File: config.mk
export PLATFORM = sky130hd
export DESIGN_NAME = filled_circle_point_generator_flat
export DESIGN_NICKNAME = d
export VERILOG_FILES = /design/src/rtl/core/fcpg_pkg.sv /design/src/rtl/core/fcpg_if.sv /design/src/rtl/core/fcpg_step.sv /design/src/rtl/core/fcpg_emit.sv /design/src/rtl/core/filled_circle_point_generator.sv /design/src/flat_wrapper.sv
export SDC_FILE = /design/constraint.sdc
export NUM_CORES = 1
export LEC_CHECK = 0
export BUFFER_PORTS_ARGS = -buffer_cell sky130_fd_sc_hd__buf_2
export CAP_MARGIN = 25
export CORE_UTILIZATION = 55
export CTS_BUF_LIST = sky130_fd_sc_hd__clkbuf_4 sky130_fd_sc_hd__clkbuf_8
export DETAILED_ROUTE_END_ITERATION = 16
export PLACE_DENSITY = 0.77
export SYNTH_ARGS = -nofsm -noshare
export SYNTH_HDL_FRONTEND = slang
export SYNTH_SLANG_ARGS = --single-unit
File: constraint.sdc
create_clock -name clk -period 4.44 [get_ports clk]
set_input_delay 0.888 -clock clk [delete_from_list [all_inputs] [get_ports clk]]
set_output_delay 0.888 -clock clk [all_outputs]
set_load 0.005 [all_outputs]
File: src/rtl/core/fcpg_pkg.sv
`default_nettype none
// ----------------------------------------------------------------------------
// Filled circle point generator package
// Shared widths, command codes, decision error constants and the point
// snapshot that travels from the circle stepper to the point emitter.
// ----------------------------------------------------------------------------
package fcpg_pkg;

	localparam int PIX_W   = 13;  // Point coordinate width, two's complement.
	localparam int RAD_W   = 10;  // Radius width.
	localparam int OFS_W   = 11;  // Column and span offset width.
	localparam int ROW_W   = 12;  // Row offset width, signed (may reach -1).
	localparam int CMP_W   = ROW_W + 1;
	localparam int ERR_W   = 16;  // Decision error width, signed.
	localparam int COLOR_W = 32;

	localparam int POINTS = 8;
	localparam int IDX_W  = $clog2(POINTS);
	localparam logic [IDX_W-1:0] LAST_POINT = IDX_W'(POINTS - 1);

	localparam logic [ERR_W-1:0] ERR_INIT     = ERR_W'(3);
	localparam logic [ERR_W-1:0] ERR_STEP_IN  = ERR_W'(6);
	localparam logic [ERR_W-1:0] ERR_STEP_OUT = ERR_W'(10);

	typedef enum logic [0:0] {
		CMD_START = 1'b0,
		CMD_NEXT  = 1'b1
	} cmd_t;

	// Everything needed to produce the eight points of one next command.
	typedef struct packed {
		logic [PIX_W-1:0]   cx;
		logic [PIX_W-1:0]   cy;
		logic [OFS_W-1:0]   col;
		logic [OFS_W-1:0]   span;
		logic               fin;
		logic [COLOR_W-1:0] color;
	} snap_t;

endpackage
`default_nettype wire

File: src/rtl/core/fcpg_if.sv
`default_nettype none
// ----------------------------------------------------------------------------
// Filled circle point generator channels
// Command channel and pixel channel, each a valid/ready handshake.
// ----------------------------------------------------------------------------
interface fcpg_cmd_if #(
	parameter int COORD_BITS = 11
);
	logic                  valid;
	logic                  ready;
	logic                  command;
	logic [COORD_BITS-1:0] center_x;
	logic [COORD_BITS-1:0] center_y;
	logic [9:0]            radius;
	logic [31:0]           color;

	modport source (output valid, command, center_x, center_y, radius, color,
		input ready);
	modport sink (input valid, command, center_x, center_y, radius, color,
		output ready);
endinterface

interface fcpg_pix_if;
	logic               valid;
	logic               ready;
	logic signed [12:0] pixel_x;
	logic signed [12:0] pixel_y;
	logic [31:0]        pixel_color;
	logic               last;

	modport source (output valid, pixel_x, pixel_y, pixel_color, last, input ready);
	modport sink (input valid, pixel_x, pixel_y, pixel_color, last, output ready);
endinterface
`default_nettype wire

File: src/rtl/core/fcpg_step.sv
`default_nettype none
// ----------------------------------------------------------------------------
// Filled circle stepper
// Holds circle state; each next command widens the span or steps the decision.
// ----------------------------------------------------------------------------
module fcpg_step
	import fcpg_pkg::*;
#(
	parameter int COORD_BITS = 11
) (
	input  wire logic                  clk,
	input  wire logic                  arst_n,
	input  wire logic                  accept,
	input  wire logic                  command,
	input  wire logic [COORD_BITS-1:0] center_x,
	input  wire logic [COORD_BITS-1:0] center_y,
	input  wire logic [RAD_W-1:0]      radius,
	input  wire logic [COLOR_W-1:0]    color,
	output logic                       emit,
	output snap_t                      snap
);

	logic                  busy_q;
	logic [COORD_BITS-1:0] cx_q;
	logic [COORD_BITS-1:0] cy_q;
	logic [OFS_W-1:0]      col_q;
	logic [ROW_W-1:0]      row_q;
	logic [OFS_W-1:0]      span_q;
	logic [ERR_W-1:0]      err_q;
	logic [COLOR_W-1:0]    color_q;

	logic [OFS_W-1:0] span_inc;
	logic [OFS_W-1:0] col_inc;
	logic             past_row;
	logic             err_neg;
	logic [ERR_W-1:0] row_ext;
	logic [ERR_W-1:0] err_in;
	logic [ERR_W-1:0] err_out;
	logic [ROW_W-1:0] row_after;
	logic             fin;

	assign span_inc = span_q + OFS_W'(1);
	assign col_inc  = col_q + OFS_W'(1);
	assign err_neg  = err_q[ERR_W-1];
	assign row_ext  = ERR_W'($signed(row_q));

	// The span passes the row once span + 1 exceeds it; the row is signed.
	assign past_row = $signed(CMP_W'(span_inc)) > $signed({row_q[ROW_W-1], row_q});

	assign err_in    = err_q + (ERR_W'(col_q) << 2) + ERR_STEP_IN;
	assign err_out   = err_q + ((ERR_W'(col_q) - row_ext) << 2) + ERR_STEP_OUT;
	assign row_after = err_neg ? row_q : row_q - ROW_W'(1);
	assign fin = past_row &&
		($signed(CMP_W'(col_inc)) > $signed({row_after[ROW_W-1], row_after}));

	assign emit = accept && (command == CMD_NEXT) && busy_q;

	always_comb begin
		snap.cx    = PIX_W'(cx_q);
		snap.cy    = PIX_W'(cy_q);
		snap.col   = col_q;
		snap.span  = span_q;
		snap.fin   = fin;
		snap.color = color_q;
	end

	always_ff @(posedge clk or negedge arst_n) begin
		if (!arst_n) begin
			busy_q  <= 1'b0;
			cx_q    <= '0;
			cy_q    <= '0;
			col_q   <= '0;
			row_q   <= '0;
			span_q  <= '0;
			err_q   <= '0;
			color_q <= '0;
		end else if (accept && command == CMD_START) begin
			busy_q  <= 1'b1;
			cx_q    <= center_x;
			cy_q    <= center_y;
			col_q   <= '0;
			row_q   <= ROW_W'(radius);
			span_q  <= '0;
			err_q   <= ERR_INIT - ERR_W'({radius, 1'b0});
			color_q <= color;
		end else if (emit) begin
			if (past_row) begin
				err_q  <= err_neg ? err_in : err_out;
				row_q  <= row_after;
				col_q  <= col_inc;
				span_q <= col_inc;
				if (fin) begin
					busy_q <= 1'b0;
				end
			end else begin
				span_q <= span_inc;
			end
		end
	end

endmodule
`default_nettype wire

File: src/rtl/core/fcpg_emit.sv
`default_nettype none
// ----------------------------------------------------------------------------
// Filled circle point emitter
// Walks the eight symmetric points of one snapshot into the output register.
// ----------------------------------------------------------------------------
module fcpg_emit
	import fcpg_pkg::*;
(
	input  wire logic               clk,
	input  wire logic               arst_n,
	input  wire logic               load,
	input  wire snap_t              snap,
	output logic                    can_take,
	output logic                    out_valid,
	input  wire logic               out_ready,
	output logic signed [PIX_W-1:0] out_x,
	output logic signed [PIX_W-1:0] out_y,
	output logic [COLOR_W-1:0]      out_color,
	output logic                    out_last
);

	logic                  active_q;
	logic [IDX_W-1:0]      idx_q;
	snap_t                 base_q;
	logic                  out_valid_q;
	logic [PIX_W-1:0]      out_x_q;
	logic [PIX_W-1:0]      out_y_q;
	logic [COLOR_W-1:0]    out_color_q;
	logic                  out_last_q;

	logic             out_load;
	logic [PIX_W-1:0] col_w;
	logic [PIX_W-1:0] span_w;
	logic [PIX_W-1:0] pt_x;
	logic [PIX_W-1:0] pt_y;

	assign out_load = active_q && (!out_valid_q || out_ready);
	assign can_take = !active_q || (idx_q == LAST_POINT && out_load);

	assign col_w  = PIX_W'(base_q.col);
	assign span_w = PIX_W'(base_q.span);

	always_comb begin
		unique case (idx_q)
			3'd0: begin pt_x = base_q.cx + col_w;  pt_y = base_q.cy + span_w; end
			3'd1: begin pt_x = base_q.cx + col_w;  pt_y = base_q.cy - span_w; end
			3'd2: begin pt_x = base_q.cx - col_w;  pt_y = base_q.cy + span_w; end
			3'd3: begin pt_x = base_q.cx - col_w;  pt_y = base_q.cy - span_w; end
			3'd4: begin pt_x = base_q.cx + span_w; pt_y = base_q.cy + col_w;  end
			3'd5: begin pt_x = base_q.cx + span_w; pt_y = base_q.cy - col_w;  end
			3'd6: begin pt_x = base_q.cx - span_w; pt_y = base_q.cy + col_w;  end
			default: begin pt_x = base_q.cx - span_w; pt_y = base_q.cy - col_w; end
		endcase
	end

	always_ff @(posedge clk or negedge arst_n) begin
		if (!arst_n) begin
			active_q    <= 1'b0;
			idx_q       <= '0;
			base_q      <= '0;
			out_valid_q <= 1'b0;
			out_x_q     <= '0;
			out_y_q     <= '0;
			out_color_q <= '0;
			out_last_q  <= 1'b0;
		end else begin
			if (load) begin
				active_q <= 1'b1;
				idx_q    <= '0;
				base_q   <= snap;
			end else if (out_load) begin
				idx_q <= idx_q + IDX_W'(1);
				if (idx_q == LAST_POINT) begin
					active_q <= 1'b0;
				end
			end

			if (out_load) begin
				out_valid_q <= 1'b1;
				out_x_q     <= pt_x;
				out_y_q     <= pt_y;
				out_color_q <= base_q.color;
				out_last_q  <= base_q.fin && (idx_q == LAST_POINT);
			end else if (out_ready) begin
				out_valid_q <= 1'b0;
			end
		end
	end

	assign out_valid = out_valid_q;
	assign out_x     = out_x_q;
	assign out_y     = out_y_q;
	assign out_color = out_color_q;
	assign out_last  = out_last_q;

	// A new snapshot never overwrites one that still has points to give.
	a_load_free: assert property (@(posedge clk) disable iff (!arst_n)
		load |-> (!active_q || (idx_q == LAST_POINT && out_load)))
		else $error("snapshot loaded while points remain");

	// Points other than the eighth keep the emitter active.
	a_keep_active: assert property (@(posedge clk) disable iff (!arst_n)
		(out_load && idx_q != LAST_POINT) |=> active_q)
		else $error("emitter went idle mid snapshot");

	// The output register only fills from an active snapshot.
	a_fill_source: assert property (@(posedge clk) disable iff (!arst_n)
		$rose(out_valid_q) |-> $past(active_q))
		else $error("output filled without a snapshot");

endmodule
`default_nettype wire

File: src/rtl/core/filled_circle_point_generator.sv
`default_nettype none
// ----------------------------------------------------------------------------
// Filled circle point generator
// Midpoint circle rasterizer that fills the circle by spans, eight points
// per next command.
// ----------------------------------------------------------------------------
// Timing: a next command's snapshot is first registered in the emitter,
// then its first point in the output register; its eight points leave
// one per cycle while pix.ready takes them. A new command is accepted
// as the eighth point leaves; start commands produce no word.
// Reset: arst_n clears the circle state, the emitter and the output valid.
module filled_circle_point_generator
	import fcpg_pkg::*;
#(
	parameter int COORD_BITS = 11
) (
	input  wire logic    clk,
	input  wire logic    arst_n,
	fcpg_cmd_if.sink     cmd,
	fcpg_pix_if.source   pix
);

	// A command word is taken whenever the emitter can accept a fresh
	// snapshot: when it is idle, or in the cycle its eighth point leaves.
	// The output register decouples the pixel side, so the next command is
	// already being stepped while the final point waits to be taken.
	logic  can_take;
	logic  accept;
	logic  emit;
	snap_t snap;

	assign cmd.ready = can_take;
	assign accept    = cmd.valid && can_take;

	// The stepper holds the circle and, for each next command, hands the
	// current column, span and last flag to the emitter and, in that cycle,
	// widens the span or, past the row, steps error, row, column and span.
	fcpg_step #(
		.COORD_BITS(COORD_BITS)
	) u_step (
		.clk      (clk),
		.arst_n   (arst_n),
		.accept   (accept),
		.command  (cmd.command),
		.center_x (cmd.center_x),
		.center_y (cmd.center_y),
		.radius   (cmd.radius),
		.color    (cmd.color),
		.emit     (emit),
		.snap     (snap)
	);

	// The emitter mirrors the snapshot into its eight symmetric points and
	// registers each one on the pixel channel. Only the eighth point of the
	// final snapshot of a circle carries the last flag.
	fcpg_emit u_emit (
		.clk       (clk),
		.arst_n    (arst_n),
		.load      (emit),
		.snap      (snap),
		.can_take  (can_take),
		.out_valid (pix.valid),
		.out_ready (pix.ready),
		.out_x     (pix.pixel_x),
		.out_y     (pix.pixel_y),
		.out_color (pix.pixel_color),
		.out_last  (pix.last)
	);

endmodule
`default_nettype wire
File: src/flat_wrapper.sv
// flat-port wrapper written by rule: the top's interface ports become plain ports
module filled_circle_point_generator_flat import fcpg_pkg::*;
#(
	parameter int COORD_BITS = 11
)
  (clk, arst_n, cmd_valid, cmd_command, cmd_center_x, cmd_center_y, cmd_radius, cmd_color, cmd_ready, pix_valid, pix_pixel_x, pix_pixel_y, pix_pixel_color, pix_last, pix_ready);
  fcpg_cmd_if #(.COORD_BITS(COORD_BITS)) cmd_i ();
  fcpg_pix_if pix_i ();
  input  wire logic clk;
  input  wire logic arst_n;
  input wire logic [$bits(cmd_i.valid)-1:0] cmd_valid;
  input wire logic [$bits(cmd_i.command)-1:0] cmd_command;
  input wire logic [$bits(cmd_i.center_x)-1:0] cmd_center_x;
  input wire logic [$bits(cmd_i.center_y)-1:0] cmd_center_y;
  input wire logic [$bits(cmd_i.radius)-1:0] cmd_radius;
  input wire logic [$bits(cmd_i.color)-1:0] cmd_color;
  output wire logic [$bits(cmd_i.ready)-1:0] cmd_ready;
  output wire logic [$bits(pix_i.valid)-1:0] pix_valid;
  output wire logic [$bits(pix_i.pixel_x)-1:0] pix_pixel_x;
  output wire logic [$bits(pix_i.pixel_y)-1:0] pix_pixel_y;
  output wire logic [$bits(pix_i.pixel_color)-1:0] pix_pixel_color;
  output wire logic [$bits(pix_i.last)-1:0] pix_last;
  input wire logic [$bits(pix_i.ready)-1:0] pix_ready;
  assign cmd_i.valid = cmd_valid;
  assign cmd_i.command = cmd_command;
  assign cmd_i.center_x = cmd_center_x;
  assign cmd_i.center_y = cmd_center_y;
  assign cmd_i.radius = cmd_radius;
  assign cmd_i.color = cmd_color;
  assign cmd_ready = cmd_i.ready;
  assign pix_valid = pix_i.valid;
  assign pix_pixel_x = pix_i.pixel_x;
  assign pix_pixel_y = pix_i.pixel_y;
  assign pix_pixel_color = pix_i.pixel_color;
  assign pix_last = pix_i.last;
  assign pix_i.ready = pix_ready;
  filled_circle_point_generator #(.COORD_BITS(COORD_BITS)) u_core (.clk(clk), .arst_n(arst_n), .cmd(cmd_i), .pix(pix_i));
endmodule
==> impl_metrics.toml <==
[run_status]
outcome = "complete, no violations"

[worst_setup_path]
crit_fanout = 6
critPathKind = "flip-flop to flip-flop"
crit_required_ns = 4.89
critPathCaptureType = "flip-flop"
start_kind = "flip-flop"
worstPathArrival_ns = 4.53

[power]
finalPower_mw = 12.5
intPower_mw = 7.18
p_seq_share_pct = 30.1
clockPowerShare_pct = 18.2
switchingPower_mw = 5.36
p_leak_nw = 9.26
switching_share_pct = 42.7
power_density_nw_per_um2 = 693
vdd_drop_max_v = 0.000424
pwr-share-comb_pct = 51.7

[flow_run]
maxCapViolCount = 0

[clock_network]
cts_sinks = 245
cts_buffer_depth = 3
cts_tree = "built"
htreeDepth = 2
cts-root-buf = "clkbuf_8"
cts_setup_buffers = 0
path_clk_slew_ns = 0.06
cts-buffers-inserted = 42
clock_latency_ns = 0.58

[route]
num_vias = 14000
totalWireLength_um = 42500
drt_iter0_drc = 972
drt-pass1-iter-count = 5
wl_per_cell_um = 17.5
drc = 0
antenna_left = 0
via_per_inst = 5.74

[synthesis]
syn_avg_cell_area_um2 = 8.52
ys_warn_count = 0
syn_inst = 1883
netlist_area_um2 = 16000
ys_top_cells_by_area = "dfrtp_1 (38%), nand2_1 (13%), ha_1 (12%)"
synth_cell_types = 82
synth_top_cell_by_area = "dfrtp_1"
async_reset_ff_share_pct = 100
synth-main-ff-cell = "dfrtp_1"
synth-edff-count = 0
ys_seq_elements = 245
synth_top_area_share_pct = 38.2
synth_commonest_cells = "nand2_1 (548), dfrtp_1 (245), ha_1 (158)"
yosysSeqAreaShare_pct = 38.2
synth.net_count = 2119
yosysMostFrequentCell = "nand2_1"

[place]
place_congestion = 0.940
dp_hpwl_um = 31600
io_buffers = 129

[die]
core_area_um2 = 28700
pin_count = 130
die_w_um = 173
die_height_um = 173
die_area_um2 = 29800
initial_core_util_pct = 55.9
rows = 62

[cells_and_area]
area_growth_pct = 12.9
fin_nets = 2254
final_layout_size_suffix_gt1_share_pct = 13.3
antenna_cells = 0

[global_routing]
grt_usage_pct = 28.8
grt_pass1_vias = 13700
antenna_found_initial = 0
grt_pass1_wl_um = 70200
grt.overflow.total = 0
grt_max_degree = 120

[sta]
finClkSkew_ns = 0.0261
final_max_slew_viol_count = 0
fin_crit_sh_pct = 92.0
relSlewSlack_pct = 32.5
min_period_ns = 4.09
finalSetupViolCount = 0
final.setup.tns_ns = 0
fmax_ghz = 0.245
rsz0062_at_grt = "false"
hold_viol = 0
worst_pin_slew_ns = 1.01

[min_path]
worstHoldPathType = "input port to async pin"
worst max-delay path, cell delays in order, from the launching register on:
cell and delay (ns):
dfrtp_1 0.44, inv_1 0.14, ha_1 0.21, fa_1 0.22
nor2b_1 0.07, o31a_1 0.30, o31ai_4 0.28, nand2b_1 0.09
a21oi_1 0.19, xnor2_1 0.15, ha_1 0.26, ha_1 0.37
nand3_1 0.11, nand2_1 0.05, a41o_1 0.23, o211ai_1 0.27
o21ai_0 0.16, xnor2_1 0.15, o311a_1 0.29
through the flow:
stage | cells | setup WS [ns] | utilization [%] | hold slack, ns | cell area [um^2]
detailed placement | 2358 | 0.319 | 59.7 | 0.451 | 17100
global placement | 2358 | 0.456 | 59.7 | 0.445 | 17100
floorplan | 1883 | 0.746 | - | 0.439 | 16000
global route | 2434 | 0.0429 | 63.1 | 0.434 | 18100
CTS | 2434 | 0.305 | 63.0 | 0.414 | 18100
finish | 2434 | 0.355 | 63.1 | 0.364 | 18100
cells by family (layout without fill, tap and decap cells):
| kind of cell | Yosys count | count (layout) | share of synthesized area, % |
|---|---|---|---|
| fa+ha+maj | 167 | 167 | 13.5 |
| mux | 20 | 20 | 1.28 |
| simple gates | 815 | 815 | 21.8 |
| compound gates | 380 | 380 | 15.6 |
| xor+xnor | 112 | 112 | 6.12 |
| buf+inv | 144 | 311 | 3.54 |
| flops | 245 | 245 | 38.2 |
final cells by class:
cell class	count	area, um^2
multi-input cells	1494	9360
flip-flops and latches	245	6130
repair buffers	160	901
well taps	384	480
inverters	75	282
clock inverters	10	124
clock buffers	66	827
fillers	2527	10600
layer usage:
layer	vias to the layer above	GRT usage [%]	wire length (um)
met5	-	0	0
met4	0	8.22	966
met3	72	3.47	2150
met2	414	48.7	20100
met1	6710	39.0	19200
li1	6786	-	-
final timing paths:
check | from | to | slack (ns) | cells past startpoint
max | u_core.u_step.col_q[0]$_DFFE_PN0P_ | u_core.u_step.err_q[15]$_DFFE_PN0P_ | 0.35 | 18
min | arst_n | u_core.u_emit.out_y[2]$_DFFE_PN0P_ | 0.36 | 1
max reg2reg | u_core.u_step.col_q[0]$_DFFE_PN0P_ | u_core.u_step.err_q[15]$_DFFE_PN0P_ | 0.35 | 18
min reg2reg | u_core.u_step.cy_q[2]$_DFFE_PN0P_ | u_core.u_emit.base_q[57]$_DFFE_PN0P_ | 0.46 | 2
max in group asynchronous | arst_n | u_core.u_step.err_q[3]$_DFFE_PN0P_ | 3.08 | 2
min in group clk | u_core.u_step.cy_q[2]$_DFFE_PN0P_ | u_core.u_emit.base_q[57]$_DFFE_PN0P_ | 0.46 | 2
power groups by stage:
stage | logic [mW] | registers [mW] | clock network [mW]
3_3_place_gp | 6.24 | 3.76 | 0
3_5_place_dp | 6.39 | 3.80 | 0
2_1_floorplan | 4.76 | 3.65 | 0
5_1_grt | 7.29 | 3.89 | 2.41
4_1_cts | 6.43 | 3.77 | 2.32
6_report | 6.48 | 3.78 | 2.29
placed cells by master (no fill, tap or decap), types with 36 or more instances in the layout:
master,synthesis,layout
nand2_1,548,547
dfrtp_1,245,245
ha_1,158,158
buf_2,3,128
o21ai_0,120,120
nor2_1,93,92
inv_1,74,74
xnor2_1,63,63
a21oi_1,63,63
clkbuf_8,2,53
xor2_1,49,49
nor3_1,39,39
nand3_1,36,36
repair_timing:
item | in CTS | in global routing
hold buffers | 0 | 0
endpoints found under the setup margin | 0 | 1
gates resized for setup | 0 | 1
flip-flops by register name (all words and copies together) (netlist names):
register                 cells
u_core.u_emit.idx_q          3
u_core.u_emit.out_x         13
u_core.u_step.col_q         11
u_core.u_emit.base_q        77
u_core.u_emit.active_q       1
u_core.u_step.color_q       32
u_core.u_step.cy_q          11
u_core.u_emit.out_valid      1
u_core.u_emit.out_last       1
u_core.u_step.span_q        11
u_core.u_step.busy_q         1
u_core.u_emit.out_y         13
u_core.u_emit.out_color     32
u_core.u_step.row_q         12
u_core.u_step.err_q         15
u_core.u_step.cx_q          11
(Power assumes the default switching activity.)
